===== src/strided_slice_index_generator_macros.svh =====
// ----------------------------------------------------------------------------
// strided slice index generator assertion macros
// shared concurrent assertion forms, clocked on clk, quiet in reset
// ----------------------------------------------------------------------------
`ifndef STRIDED_SLICE_INDEX_GENERATOR_MACROS_SVH
`define STRIDED_SLICE_INDEX_GENERATOR_MACROS_SVH

// same-cycle implication
`define SSIG_ASSERT_SAME(lbl, ante, cons, msg) \
	lbl: assert property (@(posedge clk) disable iff (!arst_n) (ante) |-> (cons)) \
		else $error(msg);

// next-cycle implication
`define SSIG_ASSERT_NEXT(lbl, ante, cons, msg) \
	lbl: assert property (@(posedge clk) disable iff (!arst_n) (ante) |=> (cons)) \
		else $error(msg);

`endif


===== src/ssig_pkg.sv =====
// ----------------------------------------------------------------------------
// ssig_pkg
// widths, register indexes and parameter defaults of the slice index generator
// ----------------------------------------------------------------------------
package ssig_pkg;

	localparam int unsigned CNT_W     = 12;
	localparam int unsigned SID_W     = 25;
	localparam int unsigned CFG_IDX_W = 4;

	localparam logic [CFG_IDX_W-1:0] REG_W_START = 4'd0;
	localparam logic [CFG_IDX_W-1:0] REG_W_END   = 4'd1;
	localparam logic [CFG_IDX_W-1:0] REG_H_START = 4'd2;
	localparam logic [CFG_IDX_W-1:0] REG_H_END   = 4'd3;
	localparam logic [CFG_IDX_W-1:0] REG_C_START = 4'd4;
	localparam logic [CFG_IDX_W-1:0] REG_C_END   = 4'd5;
	localparam logic [CFG_IDX_W-1:0] REG_N_START = 4'd6;
	localparam logic [CFG_IDX_W-1:0] REG_N_END   = 4'd7;

	localparam int unsigned DEF_DIM_H  = 64;
	localparam int unsigned DEF_DIM_C  = 64;
	localparam int unsigned DEF_STEP_W = 1;
	localparam int unsigned DEF_STEP_H = 1;
	localparam int unsigned DEF_STEP_C = 1;
	localparam int unsigned DEF_STEP_N = 1;

endpackage


===== src/ssig_ifs.sv =====
// ----------------------------------------------------------------------------
// ssig channel interfaces
// request, result and register write channels with valid/ready handshake
// ----------------------------------------------------------------------------
interface ssig_req_if;
	import ssig_pkg::*;
	logic valid;
	logic ready;
	logic restart;
	modport source (output valid, output restart, input ready);
	modport sink (input valid, input restart, output ready);
endinterface

interface ssig_rsp_if;
	import ssig_pkg::*;
	logic             valid;
	logic             ready;
	logic [SID_W-1:0] stick_id;
	logic [CNT_W-1:0] element_index;
	logic [CNT_W-1:0] out_position;
	logic             stick_last;
	logic             slice_last;
	modport source (output valid, output stick_id, output element_index,
		output out_position, output stick_last, output slice_last, input ready);
	modport sink (input valid, input stick_id, input element_index,
		input out_position, input stick_last, input slice_last, output ready);
endinterface

interface ssig_cfg_if;
	import ssig_pkg::*;
	logic                 valid;
	logic                 ready;
	logic [CFG_IDX_W-1:0] index;
	logic [CNT_W-1:0]     data;
	modport source (output valid, output index, output data, input ready);
	modport sink (input valid, input index, input data, output ready);
endinterface


===== src/strided_slice_index_generator.sv =====
// ----------------------------------------------------------------------------
// strided_slice_index_generator: four-axis strided slice gather tuple walker
// a request word accepted while the walk is not exhausted has its result word in the cycle after
// throughput one word per cycle, set by the single result register freed by rsp.ready
// counter step, stick id and marks are formed in one pass ahead of the result register
// reset clears counters, config registers and result valid, walk waits for a restart request
// ----------------------------------------------------------------------------
`include "strided_slice_index_generator_macros.svh"

module strided_slice_index_generator #(
	parameter int unsigned DIM_H  = ssig_pkg::DEF_DIM_H,
	parameter int unsigned DIM_C  = ssig_pkg::DEF_DIM_C,
	parameter int unsigned STEP_W = ssig_pkg::DEF_STEP_W,
	parameter int unsigned STEP_H = ssig_pkg::DEF_STEP_H,
	parameter int unsigned STEP_C = ssig_pkg::DEF_STEP_C,
	parameter int unsigned STEP_N = ssig_pkg::DEF_STEP_N
) (
	input logic      clk,
	input logic      arst_n,
	ssig_req_if.sink   req,
	ssig_rsp_if.source rsp,
	ssig_cfg_if.sink   cfg
);
	import ssig_pkg::*;

	localparam logic [CNT_W:0]   STEP_W_V = (CNT_W+1)'(STEP_W);
	localparam logic [CNT_W:0]   STEP_H_V = (CNT_W+1)'(STEP_H);
	localparam logic [CNT_W:0]   STEP_C_V = (CNT_W+1)'(STEP_C);
	localparam logic [CNT_W:0]   STEP_N_V = (CNT_W+1)'(STEP_N);
	localparam logic [SID_W-1:0] MUL_C    = SID_W'(DIM_H);
	localparam logic [SID_W-1:0] MUL_N    = SID_W'(DIM_C * DIM_H);

	// configuration registers
	logic [CNT_W-1:0] w_start_q, w_end_q, h_start_q, h_end_q;
	logic [CNT_W-1:0] c_start_q, c_end_q, n_start_q, n_end_q;

	assign cfg.ready = 1'b1;

	always_ff @(posedge clk or negedge arst_n) begin
		if (!arst_n) begin
			w_start_q <= '0;
			w_end_q   <= '0;
			h_start_q <= '0;
			h_end_q   <= '0;
			c_start_q <= '0;
			c_end_q   <= '0;
			n_start_q <= '0;
			n_end_q   <= '0;
		end else if (cfg.valid) begin
			unique case (cfg.index)
				REG_W_START: w_start_q <= cfg.data;
				REG_W_END:   w_end_q   <= cfg.data;
				REG_H_START: h_start_q <= cfg.data;
				REG_H_END:   h_end_q   <= cfg.data;
				REG_C_START: c_start_q <= cfg.data;
				REG_C_END:   c_end_q   <= cfg.data;
				REG_N_START: n_start_q <= cfg.data;
				REG_N_END:   n_end_q   <= cfg.data;
				default: ;
			endcase
		end
	end

	// walk state
	logic [CNT_W-1:0] w_count_q, h_count_q, c_count_q, n_count_q, out_count_q;
	logic             exhausted_q;

	// result valid and advance
	logic v_s1;
	logic adv1, acc;

	assign adv1      = !v_s1 || rsp.ready;
	assign req.ready = adv1;
	assign acc       = req.valid && adv1;

	// step logic
	logic [CNT_W-1:0] cur_w, cur_h, cur_c, cur_n, cur_out;
	logic [CNT_W:0]   nw, nh, nc, nn;
	logic             empty, exh, emit, w_done, h_done, c_done, n_done;
	logic [SID_W-1:0] sid;
	logic [CNT_W-1:0] w_nx, h_nx, c_nx, n_nx, out_nx;
	logic             exh_nx;

	always_comb begin
		empty   = !(w_start_q < w_end_q) || !(h_start_q < h_end_q) ||
			!(c_start_q < c_end_q) || !(n_start_q < n_end_q);
		cur_w   = req.restart ? w_start_q : w_count_q;
		cur_h   = req.restart ? h_start_q : h_count_q;
		cur_c   = req.restart ? c_start_q : c_count_q;
		cur_n   = req.restart ? n_start_q : n_count_q;
		cur_out = req.restart ? '0 : out_count_q;
		exh     = req.restart ? empty : exhausted_q;
		emit    = !exh;
		nw      = {1'b0, cur_w} + STEP_W_V;
		nh      = {1'b0, cur_h} + STEP_H_V;
		nc      = {1'b0, cur_c} + STEP_C_V;
		nn      = {1'b0, cur_n} + STEP_N_V;
		w_done  = !(nw < {1'b0, w_end_q});
		h_done  = w_done && !(nh < {1'b0, h_end_q});
		c_done  = h_done && !(nc < {1'b0, c_end_q});
		n_done  = c_done && !(nn < {1'b0, n_end_q});
		sid     = {{(SID_W-CNT_W){1'b0}}, cur_h} +
			({{(SID_W-CNT_W){1'b0}}, cur_c} * MUL_C) +
			({{(SID_W-CNT_W){1'b0}}, cur_n} * MUL_N);
	end

	always_comb begin
		w_nx   = w_count_q;
		h_nx   = h_count_q;
		c_nx   = c_count_q;
		n_nx   = n_count_q;
		out_nx = out_count_q;
		exh_nx = exhausted_q;
		if (acc) begin
			w_nx   = cur_w;
			h_nx   = cur_h;
			c_nx   = cur_c;
			n_nx   = cur_n;
			out_nx = cur_out;
			exh_nx = exh;
			if (emit) begin
				if (!w_done) begin
					w_nx   = nw[CNT_W-1:0];
					out_nx = cur_out + CNT_W'(1);
				end else begin
					w_nx   = w_start_q;
					out_nx = '0;
					if (!h_done) begin
						h_nx = nh[CNT_W-1:0];
					end else begin
						h_nx = h_start_q;
						if (!c_done) begin
							c_nx = nc[CNT_W-1:0];
						end else begin
							c_nx = c_start_q;
							if (!n_done) begin
								n_nx = nn[CNT_W-1:0];
							end else begin
								n_nx   = n_start_q;
								exh_nx = 1'b1;
							end
						end
					end
				end
			end
		end
	end

	always_ff @(posedge clk or negedge arst_n) begin
		if (!arst_n) begin
			w_count_q   <= '0;
			h_count_q   <= '0;
			c_count_q   <= '0;
			n_count_q   <= '0;
			out_count_q <= '0;
			exhausted_q <= 1'b1;
		end else begin
			w_count_q   <= w_nx;
			h_count_q   <= h_nx;
			c_count_q   <= c_nx;
			n_count_q   <= n_nx;
			out_count_q <= out_nx;
			exhausted_q <= exh_nx;
		end
	end

	// result register
	logic [SID_W-1:0] sid_s1;
	logic [CNT_W-1:0] w_s1, out_s1;
	logic             wl_s1, sl_s1;

	always_ff @(posedge clk or negedge arst_n) begin
		if (!arst_n) begin
			v_s1 <= 1'b0;
		end else begin
			if (adv1) v_s1 <= acc && emit;
		end
	end

	always_ff @(posedge clk) begin
		if (adv1) begin
			sid_s1 <= sid;
			w_s1   <= cur_w;
			out_s1 <= cur_out;
			wl_s1  <= w_done;
			sl_s1  <= n_done;
		end
	end

	assign rsp.valid         = v_s1;
	assign rsp.stick_id      = sid_s1;
	assign rsp.element_index = w_s1;
	assign rsp.out_position  = out_s1;
	assign rsp.stick_last    = wl_s1;
	assign rsp.slice_last    = sl_s1;

	`SSIG_ASSERT_NEXT(a_last_exhausts, acc && emit && n_done, exhausted_q, "walk not exhausted after last word")
	`SSIG_ASSERT_NEXT(a_wrap_clears_pos, acc && emit && w_done, out_count_q == '0, "out position not cleared at stick end")
	`SSIG_ASSERT_NEXT(a_no_word_when_done, acc && !emit, !v_s1, "word issued from exhausted walk")
	`SSIG_ASSERT_SAME(a_slice_ends_stick, rsp.valid && rsp.slice_last, rsp.stick_last, "slice end without stick end")

endmodule

===== src/flat_wrapper.sv =====
// flat-port wrapper written by rule: the top's interface ports become plain ports
module strided_slice_index_generator_flat import ssig_pkg::*;
#(
	parameter int unsigned DIM_H  = ssig_pkg::DEF_DIM_H,
	parameter int unsigned DIM_C  = ssig_pkg::DEF_DIM_C,
	parameter int unsigned STEP_W = ssig_pkg::DEF_STEP_W,
	parameter int unsigned STEP_H = ssig_pkg::DEF_STEP_H,
	parameter int unsigned STEP_C = ssig_pkg::DEF_STEP_C,
	parameter int unsigned STEP_N = ssig_pkg::DEF_STEP_N
)
  (clk, arst_n, req_valid, req_restart, req_ready, rsp_valid, rsp_stick_id, rsp_element_index, rsp_out_position, rsp_stick_last, rsp_slice_last, rsp_ready, cfg_valid, cfg_index, cfg_data, cfg_ready);
  ssig_req_if req_i ();
  ssig_rsp_if rsp_i ();
  ssig_cfg_if cfg_i ();
  input logic clk;
  input logic arst_n;
  input wire logic [$bits(req_i.valid)-1:0] req_valid;
  input wire logic [$bits(req_i.restart)-1:0] req_restart;
  output wire logic [$bits(req_i.ready)-1:0] req_ready;
  output wire logic [$bits(rsp_i.valid)-1:0] rsp_valid;
  output wire logic [$bits(rsp_i.stick_id)-1:0] rsp_stick_id;
  output wire logic [$bits(rsp_i.element_index)-1:0] rsp_element_index;
  output wire logic [$bits(rsp_i.out_position)-1:0] rsp_out_position;
  output wire logic [$bits(rsp_i.stick_last)-1:0] rsp_stick_last;
  output wire logic [$bits(rsp_i.slice_last)-1:0] rsp_slice_last;
  input wire logic [$bits(rsp_i.ready)-1:0] rsp_ready;
  input wire logic [$bits(cfg_i.valid)-1:0] cfg_valid;
  input wire logic [$bits(cfg_i.index)-1:0] cfg_index;
  input wire logic [$bits(cfg_i.data)-1:0] cfg_data;
  output wire logic [$bits(cfg_i.ready)-1:0] cfg_ready;
  assign req_i.valid = req_valid;
  assign req_i.restart = req_restart;
  assign req_ready = req_i.ready;
  assign rsp_valid = rsp_i.valid;
  assign rsp_stick_id = rsp_i.stick_id;
  assign rsp_element_index = rsp_i.element_index;
  assign rsp_out_position = rsp_i.out_position;
  assign rsp_stick_last = rsp_i.stick_last;
  assign rsp_slice_last = rsp_i.slice_last;
  assign rsp_i.ready = rsp_ready;
  assign cfg_i.valid = cfg_valid;
  assign cfg_i.index = cfg_index;
  assign cfg_i.data = cfg_data;
  assign cfg_ready = cfg_i.ready;
  strided_slice_index_generator #(.DIM_H(DIM_H), .DIM_C(DIM_C), .STEP_W(STEP_W), .STEP_H(STEP_H), .STEP_C(STEP_C), .STEP_N(STEP_N)) u_core (.clk(clk), .arst_n(arst_n), .req(req_i), .rsp(rsp_i), .cfg(cfg_i));
endmodule

===== config.mk =====
export PLATFORM = sky130hd
export DESIGN_NAME = strided_slice_index_generator_flat
export DESIGN_NICKNAME = d
export VERILOG_FILES = /design/src/ssig_pkg.sv /design/src/ssig_ifs.sv /design/src/strided_slice_index_generator.sv /design/src/flat_wrapper.sv
export VERILOG_INCLUDE_DIRS = /design/src /design/src/src
export SDC_FILE = /design/constraint.sdc
export NUM_CORES = 1
export LEC_CHECK = 0
export CAP_MARGIN = 20
export CORE_ASPECT_RATIO = 0.8
export CORE_MARGIN = 3
export CORE_UTILIZATION = 35
export CTS_CLUSTER_SIZE = 40
export DETAILED_ROUTE_END_ITERATION = 7
export DONT_BUFFER_PORTS = 1
export GPL_TIMING_DRIVEN = 0
export PLACE_DENSITY = 0.49
export SLEW_MARGIN = 25
export SYNTH_ARGS = -nofsm -noshare
export SYNTH_HDL_FRONTEND = slang
export SYNTH_SLANG_ARGS = --single-unit
export TNS_END_PERCENT = 1

===== constraint.sdc =====
create_clock -name clk -period 8.4 [get_ports clk]
set_input_delay 2.52 -clock clk [delete_from_list [all_inputs] [get_ports clk]]
set_output_delay 2.52 -clock clk [all_outputs]
set_load 0.1 [all_outputs]

Word-level counts from Yosys, hierarchy flattened. Cells that the tools add are included.

Reductions and logical operators: 28. Add/subtract/negate cells: 7. Equality and inequality tests: 7. $lt $le $gt $ge: 8. Mux-type cells: 27.

Operators by type and width (number): $mux W12 (21); $add A12 B1 Y13 const B (4); $lt A13 B12 Y1 (4); $lt A12 B12 Y1 (4); $add A25 B24 Y25 (1); $add A12 B18 Y19 (1); $eq A4 B3 Y1 const B (4); $reduce_and A2 Y1 (8); $add A12 B1 Y12 const B (1); $logic_not A1 Y1 (10); $eq A4 B2 Y1 const B (2); $mux W1 (6); $logic_and A1 B1 Y1 (5); $eq A4 B1 Y1 const B (1); $logic_not A4 Y1 (1); $logic_or A1 B1 Y1 (4).

Bits in registers: 209.

Longest topological paths before layout. Gate-level depths: netlist of the first run.

Depth in word-level cells: 12. Mapped depth: 27. Mapped depth without buffers: 21.

Worst setup path before layout of the first run. No wires, ideal clock.

Path type: input to register. Start point: input port req_restart. End point: register u_core.sid_s1[22] (netlist: u_core.rsp.stick_id[22]), data pin. Slack: 1274 ps. Library setup time: 266 ps. Cell stages on the path: 26. Buffers on the path: 7. Arrival: 6860 ps. Data required time: 8134 ps. Cell sequence: buf_6 buf_12 buf_8 buf_12 buf_6 buf_4 buf_4 mux2i_1 inv_1 ha_1 a21o_1 a21oi_1 o21bai_1 a21oi_1 nor2b_1 o21bai_1 xor2_1 fa_1 a21o_1 a21oi_1 o21bai_1 a21oi_1 nor2b_1 o21ai_0 nor2_1 xnor2_1.

Longest elaborated chain between the ends: 3.

RTL lines: start: declaration (line flat_wrapper.sv:18) `input wire logic [$bits(req_i.restart)-1:0] req_restart;`; $mux W12 (on tied branches) (line strided_slice_index_generator.sv:88, strided_slice_index_generator.sv:89); $add A12 B18 Y19 (line strided_slice_index_generator.sv:102) `sid = {{(SID_W-CNT_W){1'b0}}, cur_h} +`; $add A25 B24 Y25 (*) (line strided_slice_index_generator.sv:103) `({{(SID_W-CNT_W){1'b0}}, cur_c} * MUL_C) +`; net u_core.sid[22] (line strided_slice_index_generator.sv:80) `logic [SID_W-1:0] sid;`; end signal: assignment (line strided_slice_index_generator.sv:182) `sid_s1 <= sid;`; end: declaration (line strided_slice_index_generator.sv:168) `logic [SID_W-1:0] sid_s1;`.

Mark *: on every way through the listed nets, which the timed path passes. The rest lies on a longest branch. A chain may end at the register's enable or synchronous reset.

Final worst setup path of the first run.
Start point: input port req_restart. End point: register u_core.n_count_q[4].

Longest elaborated chain between the ends: 12.

RTL lines: $mux W12 (*) (line strided_slice_index_generator.sv:88) `cur_h = req.restart ? h_start_q : h_count_q;`; net u_core.cur_h[1] (line strided_slice_index_generator.sv:77) `logic [CNT_W-1:0] cur_w, cur_h, cur_c, cur_n, cur_out;`; $add A12 B1 Y13 (*) (line strided_slice_index_generator.sv:95) `nh = {1'b0, cur_h} + STEP_H_V;`; $lt A13 B12 Y1 (*) (line strided_slice_index_generator.sv:99) `h_done = w_done && !(nh < {1'b0, h_end_q});`; $logic_not A1 Y1 (*) (line strided_slice_index_generator.sv:99); $logic_and A1 B1 Y1 (*) (line strided_slice_index_generator.sv:99); $logic_and A1 B1 Y1 (line strided_slice_index_generator.sv:100) `c_done = h_done && !(nc < {1'b0, c_end_q});`; $logic_and A1 B1 Y1 (line strided_slice_index_generator.sv:101) `n_done = c_done && !(nn < {1'b0, n_end_q});`; $mux W12 (line strided_slice_index_generator.sv:136) `if (!n_done) begin`; $mux W12 (line strided_slice_index_generator.sv:132) `if (!c_done) begin`; $mux W12 (*) (line strided_slice_index_generator.sv:128) `if (!h_done) begin`; $mux W12 (*) (line strided_slice_index_generator.sv:122) `if (!w_done) begin`; $mux W12 (*) (line strided_slice_index_generator.sv:121) `if (emit) begin`; end signal: assignment (line strided_slice_index_generator.sv:161) `n_count_q <= n_nx;`; end: declaration (line strided_slice_index_generator.sv:65) `logic [CNT_W-1:0] w_count_q, h_count_q, c_count_q, n_count_q, out_count_q;`.

Marked as above.

==> results of run 1 <==
==> power by group through the flow <==
| stage | sequential [W] | combinational, W | clock (W) |
|---|---|---|---|
| after floorplan | 0.00233 | 0.00148 | 0 |
| after global placement | 0.00242 | 0.00197 | 0 |
| after detailed placement | 0.00242 | 0.00200 | 0 |
| after CTS | 0.00241 | 0.00201 | 0.00113 |
| after global routing | 0.00245 | 0.00225 | 0.00118 |
| final | 0.00241 | 0.00202 | 0.00110 |
==> per-layer routing <==
metal  wire length, µm  share of wire  up-vias
met5                 0              0        -
met4               716          0.017        0
met3              2040          0.047       40
met2             18500           0.43      234
met1             22100           0.51     4974
li1                  -              -     4685
==> layout make-up <==
cell class | count | area [µm²]
tap | 487 | 609
inverter | 82 | 308
clock inverter | 13 | 139
multi-input combinational | 922 | 7160
buffer | 57 | 328
clock buffer | 33 | 666
antenna | 1 | 2.50
timing repair buffer | 1 | 27.5
sequential | 209 | 5490
fill | 3671 | 22500
==> worst max-delay path: stages <==
cell and delay [ns]:
buf_6 0.12, buf_12 0.15, buf_8 0.21, buf_12 0.18
buf_6 0.21, buf_4 0.28, clkbuf_1 0.80, clkbuf_1 0.76
mux2_2 0.38, ha_1 0.33, nand3_1 0.13, xnor2_1 0.22
ha_1 0.30, a21oi_1 0.14, a31oi_1 0.11, a211oi_1 0.22
nand3_1 0.22, and2_0 0.21, buf_2 0.20, nand3_2 0.17
buf_2 0.28, nor2_1 0.14, a211oi_1 0.29
==> worst max-delay path by stage <==
stage | to | slack, ns
after detailed placement | u_core.n_count_q[2] | -0.19
final | u_core.n_count_q[4] | 0.24
after CTS | u_core.n_count_q[4] | 0.42
after global routing | u_core.n_count_q[7] | 0.03
after global placement | u_core.n_count_q[2] | -0.12
after floorplan | u_core.rsp.stick_id[22] | 1.27
==> synth_stat cells, drive strengths merged, types with 4 or more instances <==
master  instances  area share
nor3b           8      0.0045
nand3b          7      0.0049
a221oi          9      0.0086
edfxtp         51        0.12
and2            7      0.0033
o21a            4      0.0023
nand3          33       0.013
a211o           4      0.0026
dfrtp         157        0.30
nor3           13      0.0069
nor2b          24       0.011
xnor2          45       0.030
and3            5      0.0024
nor4            5      0.0040
or4             4      0.0023
ha            108        0.10
a31oi           9      0.0042
xor2           13      0.0086
inv            82       0.023
nand4          17      0.0080
nor2           52       0.015
mux2           96       0.081
o31ai           6      0.0038
o211ai          7      0.0043
nand2b          9      0.0042
o221a           5      0.0042
a21o           33       0.019
o21ai          88       0.033
a211oi         18       0.010
mux2i          58       0.045
clkbuf         29      0.0082
a32oi           7      0.0046
o21bai          6      0.0034
nand2         110       0.031
buf            28       0.016
o211a           4      0.0030
a21oi          58       0.022
==> kinds of logic (layout without fill, tap and decap cells) <==
logic type               after synthesis  after routing  share of synthesized area
buffers and inverters                139            186                     0.0479
other                                  1              2                   0.000283
XOR/XNOR                              58             58                     0.0383
adder cells (fa/ha/maj)              110            110                      0.105
multiplexers                         154            154                      0.126
AO/OA/AOI/OAI                        288            288                      0.147
AND/OR/NAND/NOR                      311            311                      0.122
flip-flops                           209            209                      0.413
==> stage by stage <==
stage,setup slack [ns],power [W],hold slack (ns),utilization,std cells
6_report,0.235,0.00553,0.473,0.396,1805
4_1_cts,0.418,0.00555,0.477,0.396,1804
3_3_place_gp,-0.121,0.00439,0.458,0.373,1757
2_1_floorplan,1.27,0.00381,0.442,-,1270
5_1_grt,0.0272,0.00587,0.496,0.396,1804
3_5_place_dp,-0.192,0.00442,0.462,0.374,1758
==> results.txt, run 1 <==
The flow ran to the end, and the final reports show no timing, DRC or antenna violations. The remaining antenna violation count came out at 0. The total nets after synthesis is 1402. The sink count of the clock tree came out at approximately 210.

The final routed DRC violation total is 0. The number of antenna violations at the first check in global routing came out at 2. The summed instance area of the synthesized netlist is 13300 µm². The worst setup path is of the in2reg kind.

The worst setup path is captured at a register. The hold-fix buffer count after cts is 0. The final setup violation count is 0. The quantity of gates resized following cts is 0. The transition time of the tightest slew-check pin is 1.03 ns.

The endpoint identified for the worst register-to-register timing path is u_core.rsp.stick_id[22]. The time the worst path needs with I/O delays and setup came out at 8.16 ns. For this run, the total global-route usage over all layers was measured as 0.214.

The sink of the worst hold path is u_core.c_count_q[7]. The library cells used most frequently in the layout, excluding fill and tap cells, are dfrtp_1, nand2_1, ha_1. The number of hold-slack violations in the final timing report came to 0. Clock skew on the completed layout was measured at 0.00912 ns. The core region is 37200 µm². The fraction of the cycle the final worst path needs is 0.972.

The areal power density over the cells came out at 376 nW/µm². The average instance in the mapped netlist occupies around 10 µm². The met1 demand-to-capacity share in global routing came out at 0.327. Data on the critical path arrives at its endpoint at 8.60 ns. The detailed placement HPWL is 30800 µm. Detailed routing inserted a total of roughly 9900 vias. The launch point of the worst hold path is u_core.c_count_q[7]. In the global route stage, met2 resource usage came out at 0.320. The global-route met3 utilization is 0.0347. The first global-routing pass estimated 65700 µm of wire. The maximum fanout count along the critical path came out at 10. The count of input and output buffers came out at 0. From left edge to right edge, the die measures ~220 µm. The register clock-pin slew on the reported worst setup and hold paths came out at roughly 0.06 ns. The startpoint identified for the worst register-to-register timing path is u_core.c_start_q[1].

Across the VDD grid, the largest voltage drop is 0.269 mV. The initial utilization of the core area, before any placement, comes to 0.357. The die covers 40300 µm². The boundary pin count is between 70 and 80. Setup repair after global routing left no endpoint under its margin. The most common cell after layout, fill and taps aside is dfrtp_1. The final sum of negative setup slack came out at 0 ns.

The net switching power came out at 0.00264 W. After detailed routing, the average wire length per cell comes to 24.0 µm. The leakage power is 6.49 nW. For the worst setup path, the data required time is 8.84 ns. The buffer levels on the longest clock path is 3. The synthesized design contains 51 enable-type register cells.

The height of the chip is 180 µm. In this run the worst hold path is classified as reg2reg. The finished cells cover around 15000 µm². The total length of routed wires is about 43000 µm. The flop-to-flop setup slack is between 3 and 4 ns. The startpoint kind of the worst setup timing path is an input pin. Entering global routing, the biggest net connects ~160 pins. The proportion of power drawn by the clock network came out at 0.199.

The most used flip-flop cell after synthesis is dfrtp_1. The number of flip-flops under the largest register name is 25. The library cell used as clock root buffer is clkbuf_16. At the end of routability-driven placement, the weighted congestion stood at between 0.8 and 0.9. The internal portion of total power came out at 0.00289 W. The via count of the first global-routing pass came out at 9934. The share of flip-flops with an asynchronous set or reset came out at 0.756. After the last flow step, the layout net total stands at 1430. The global route total overflow is 0.

Of the total power, the share spent switching nets is 0.478. Headroom to the max-slew limit came out at 0.312. The cell depth of the worst hold path is 1. For this run, the detailed router's first-pass iteration total came to 5. The flip-flop and latch count after synthesis came out at 209. The post-synthesis to final-layout area growth is 10.9%. The placement row count came out at 63.

The placed instances occupy a cell area of 13900 µm². The sequential share of the synthesized area is 0.413. After the first detailed-routing iteration, the DRC count stood at between 800 and 900.

The H-tree depth is 1. The critical path launch point is req_restart. TritonCTS built the clock tree. The number of maximum-capacitance constraint violations is 0. The number of clock buffers inserted by TritonCTS came out at 25. During synthesis, Yosys emitted a total of 0 warnings.

Once the clock tree was built, the setup fixing pass inserted 0 buffers. After technology mapping, the gate count stands at 1270. The fraction of layout instances using a drive strength above 1 came out at 0.142.

The count of cell types in the netlist is 89. The number of max-slew violations in the final report came to 0. The share of total power dissipated in combinational logic is 0.366. The share of total power dissipated in sequential elements is 0.435.

The global routing stage identified its most utilized layer as met1. The number of cell instances on the worst register-to-register path came out at 19. The clock latency reported for the late side of the worst-skew pair came out at 0.54 ns. The number of vias per cell after detailed routing is 5.50.

Timing would allow up to around 0.12 GHz.
No activity file was read; power rests on OpenSTA's default activity.
==> run 2: changes to the inputs <==
Clock period 8.4 ns to 8 ns, I/O delays scaled along.
==> run 2 against run 1 <==
  * Combinational power up 5%
  * Routed wire length down 0.11%
  * Die area unchanged
  * Sequential cell count unchanged
  * Via count about the same
  * Core utilization about the same
  * Critical path depth unchanged
  * Final cell count unchanged
  * Critical endpoint unchanged
  * Largest cell class unchanged
==> results.txt, run 2 (synthesis gave the netlist of run 1 again) <==
The worst setup path is launched from an input pin. The net count reported at finish is 1430 (unchanged). The time the worst path needs with I/O delays and setup came out at between 7 and 8 ns. The most common cell after layout, fill and taps aside is dfrtp_1. Traced cell by cell, the critical path runs through buf_6 -> buf_12 -> buf_8 -> buf_12 -> buf_6 -> buf_4 -> clkdlybuf4s15_1 -> clkbuf_2 -> mux2_2 -> ha_1 -> nand3_1 -> xnor2_1 -> ha_1 -> a21oi_1 -> a31oi_1 -> a211oi_1 -> nand3_1 -> and2_0 -> buf_2 -> nand3_2 -> buf_2 -> nor2_1 -> a211oi_1. The post-synthesis to final-layout area growth is 11.0% (about the same). The total die area is 40300 µm² (unchanged). The worst max-slew margin expressed relative to the limit was 0.358 (+0.0461). The transition time of the tightest slew-check pin came out at 0.963 ns (-0.0692 ns). Of the available clock period, the critical path in the final layout requires 0.971. The flow ran to the end, and the final reports show no timing, DRC or antenna violations. The data required time of the critical path came to 8.44 ns (-0.40 ns).

The number of flip-flops under the largest register name is 25 (unchanged). The first-pass GRT wire length is 65700 µm (unchanged). The hold-fix buffer count after cts came out at 0 (unchanged). For this design, the slowest cell found on the critical path is clkdlybuf4s15_1. The number of antenna violations at the first check in global routing came out at 2 (unchanged). The tightest min-delay check is of the reg2reg type. The sink count of the clock tree came out at 209 (unchanged). The clock tree skew after final layout came out at 0.0125 ns (+0.00343 ns). The number of cells in the finished layout apart from fillers is 1805 (unchanged).

The average routed wire per standard cell came to 23.9 µm (-0.11%). The remaining antenna violation count is 0 (unchanged). The clock latency reported for the late side of the worst-skew pair is 0.55 ns (about the same). The leakage power is 6.50 nW (about the same).

The height of the chip is 180 µm (unchanged). The buffer levels on the longest clock path came out at 3 (unchanged). The achievable clock frequency is 0.129 GHz. The largest net degree at the start of global routing was 159 (unchanged). The final sum of negative setup slack is 0 ns (unchanged). The total length of routed wires is 43200 µm (-0.11%). The kind of cell with the highest combined delay along the critical path is buffers and inverters. The final routed DRC violation total is 0 (unchanged).

Setup repair after global routing left no endpoint under its margin. The quantity of gates resized following cts is 0 (unchanged). The final estimated routing congestion in global placement came to 0.862 (unchanged). The register area was 5490 µm² (unchanged). The data arrival time of the critical path is 8.20 ns (-0.40 ns). The count of vias placed by the detailed router came out at 9936 (+0.030%). The H-tree depth is 1 (unchanged). Leaving out fill and tap cells, the most frequent cells in the layout are dfrtp_1, nand2_1, ha_1. The DRC violation total after the first TritonRoute iteration is 916 (+5.9%). The delay contributed by the slowest stage of the critical path is 0.78 ns (-0.02 ns). The sum of buffers and inverters on the critical path was 10 (unchanged).

The worst ir drop on vdd is 0.283 mV (+5.0%). The detailed placement HPWL is 30800 µm (unchanged). The number of setup buffers added after CTS is 0 (unchanged). The final design utilization is 0.396 (about the same). The smallest hold slack was 0.473 ns (-0.000152 ns).

The global router's overall resource usage is 0.214 (unchanged). The worst setup path is captured at a register. The via count of the first global-routing pass is 9934 (unchanged). The horizontal die dimension was 224 µm (unchanged). The fraction of layout instances using a drive strength above 1 came out at 0.143 (+0.000759). The number of max-slew violations in the final report is 0 (unchanged). The worst setup path is of the in2reg kind.

The number of placed cells counting well taps was 1758 (unchanged). The floorplan core area is 37200 µm² (unchanged). The area occupied by multi-input gates is 7160 µm² (unchanged). The register clock-pin slew on the reported worst setup and hold paths is 0.06 ns (about the same).

The number of vias per cell after detailed routing is 5.50 (about the same). The library cell used as clock root buffer is clkbuf_16. The maximum fanout count along the critical path came out at 10 (unchanged).

The placement row count came out at 63 (unchanged). The initial cell density of the core came to 0.357 (unchanged). The number of clock buffers inserted by TritonCTS came out at 25 (unchanged). The number of hold-slack violations in the final timing report is 0 (unchanged).

The number of filler instances in the final layout is 3672 (+0.027%). The boundary pin count came out at 76 (unchanged). TritonCTS built the clock tree. The final setup violation count came to 0 (unchanged). The number of maximum-capacitance constraint violations is 0 (unchanged). The global route total overflow came out at 0 (unchanged).

The areal power density over the cells came to 394 nW/µm² (+4.9%). The number of iterations in the first detailed-routing pass came to 5 (unchanged). The count of input and output buffers came out at 0 (unchanged).
-- run 2: cell count changes in the layout (fill, tap and decap cells not counted) --
| cell | before | now |
|---|---|---|
| clkbuf_1 | 36 | 34 |
| clkbuf_2 | 0 | 1 |
| clkdlybuf4s15_1 | 0 | 1 |
| o21ai_0 | 84 | 83 |
| o21ai_1 | 4 | 5 |
-- run 2: cell type report --
| class | instances | share of cell area |
|---|---|---|
| plain buffers | 57 | 0.0228 |
| multi-input cells | 922 | 0.486 |
| clock inverters | 13 | 0.00943 |
| diodes | 1 | 0.000170 |
| well taps | 487 | 0.0414 |
| flip-flops and latches | 209 | 0.372 |
| inverters | 82 | 0.0209 |
| clock buffers | 33 | 0.0452 |
| repair buffers | 1 | 0.00187 |
-- run 2: final timing paths --
path	startpoint	to	slack [ns]	cells past startpoint
min in group asynchronous	arst_n	u_core.c_start_q[6]	1.57	0
setup / recovery	req_restart	u_core.n_count_q[4]	0.23	23
hold reg to reg	u_core.c_count_q[7]	u_core.c_count_q[7]	0.47	1
max in group asynchronous	arst_n	u_core.exhausted_q	6.06	0
setup reg to reg	u_core.c_start_q[1]	u_core.rsp.stick_id[21]	3.33	19
hold / removal	u_core.c_count_q[7]	u_core.c_count_q[7]	0.47	1
-- run 2: through the flow --
stage,power (W),area (µm²),setup WS [ns]
3_3_place_gp,0.00461,13900,-0.401
5_1_grt,0.00617,14700,0.00983
6_report,0.00580,14700,0.231
2_1_floorplan,0.00400,13300,0.994
4_1_cts,0.00583,14700,0.138
3_5_place_dp,0.00464,13900,-0.472
-- run 2: where the power goes --
| part | leakage (nW) | switching [W] | total (W) | internal, W |
|---|---|---|---|---|
| clock network | 0.388 | 0.000475 | 0.00115 | 0.000680 |
| registers | 2.52 | 0.00104 | 0.00253 | 0.00149 |
| logic | 3.59 | 0.00126 | 0.00212 | 0.000859 |
| total | 6.50 | 0.00277 | 0.00580 | 0.00303 |
-- run 2: worst reg2reg max path: cells and delay by family (launching register included) --
family / cells / cell delay [ns]
AND/OR/NAND/NOR: 2 / 0.19
adder cells (fa/ha/maj): 2 / 0.57
XOR/XNOR: 2 / 0.45
multiplexers: 1 / 0.39
flip-flops: 1 / 0.43
buffers and inverters: 1 / 0.16
AO/OA/AOI/OAI: 11 / 2.20
-- run 2: layer usage --
metal  share of wire  track usage  vias to the layer above
li1                -            -                     4686
met1            0.51        0.327                     4972
met2            0.43        0.320                      240
met3           0.047       0.0347                       38
met4           0.017       0.0386                        0
met5               0            0                        -
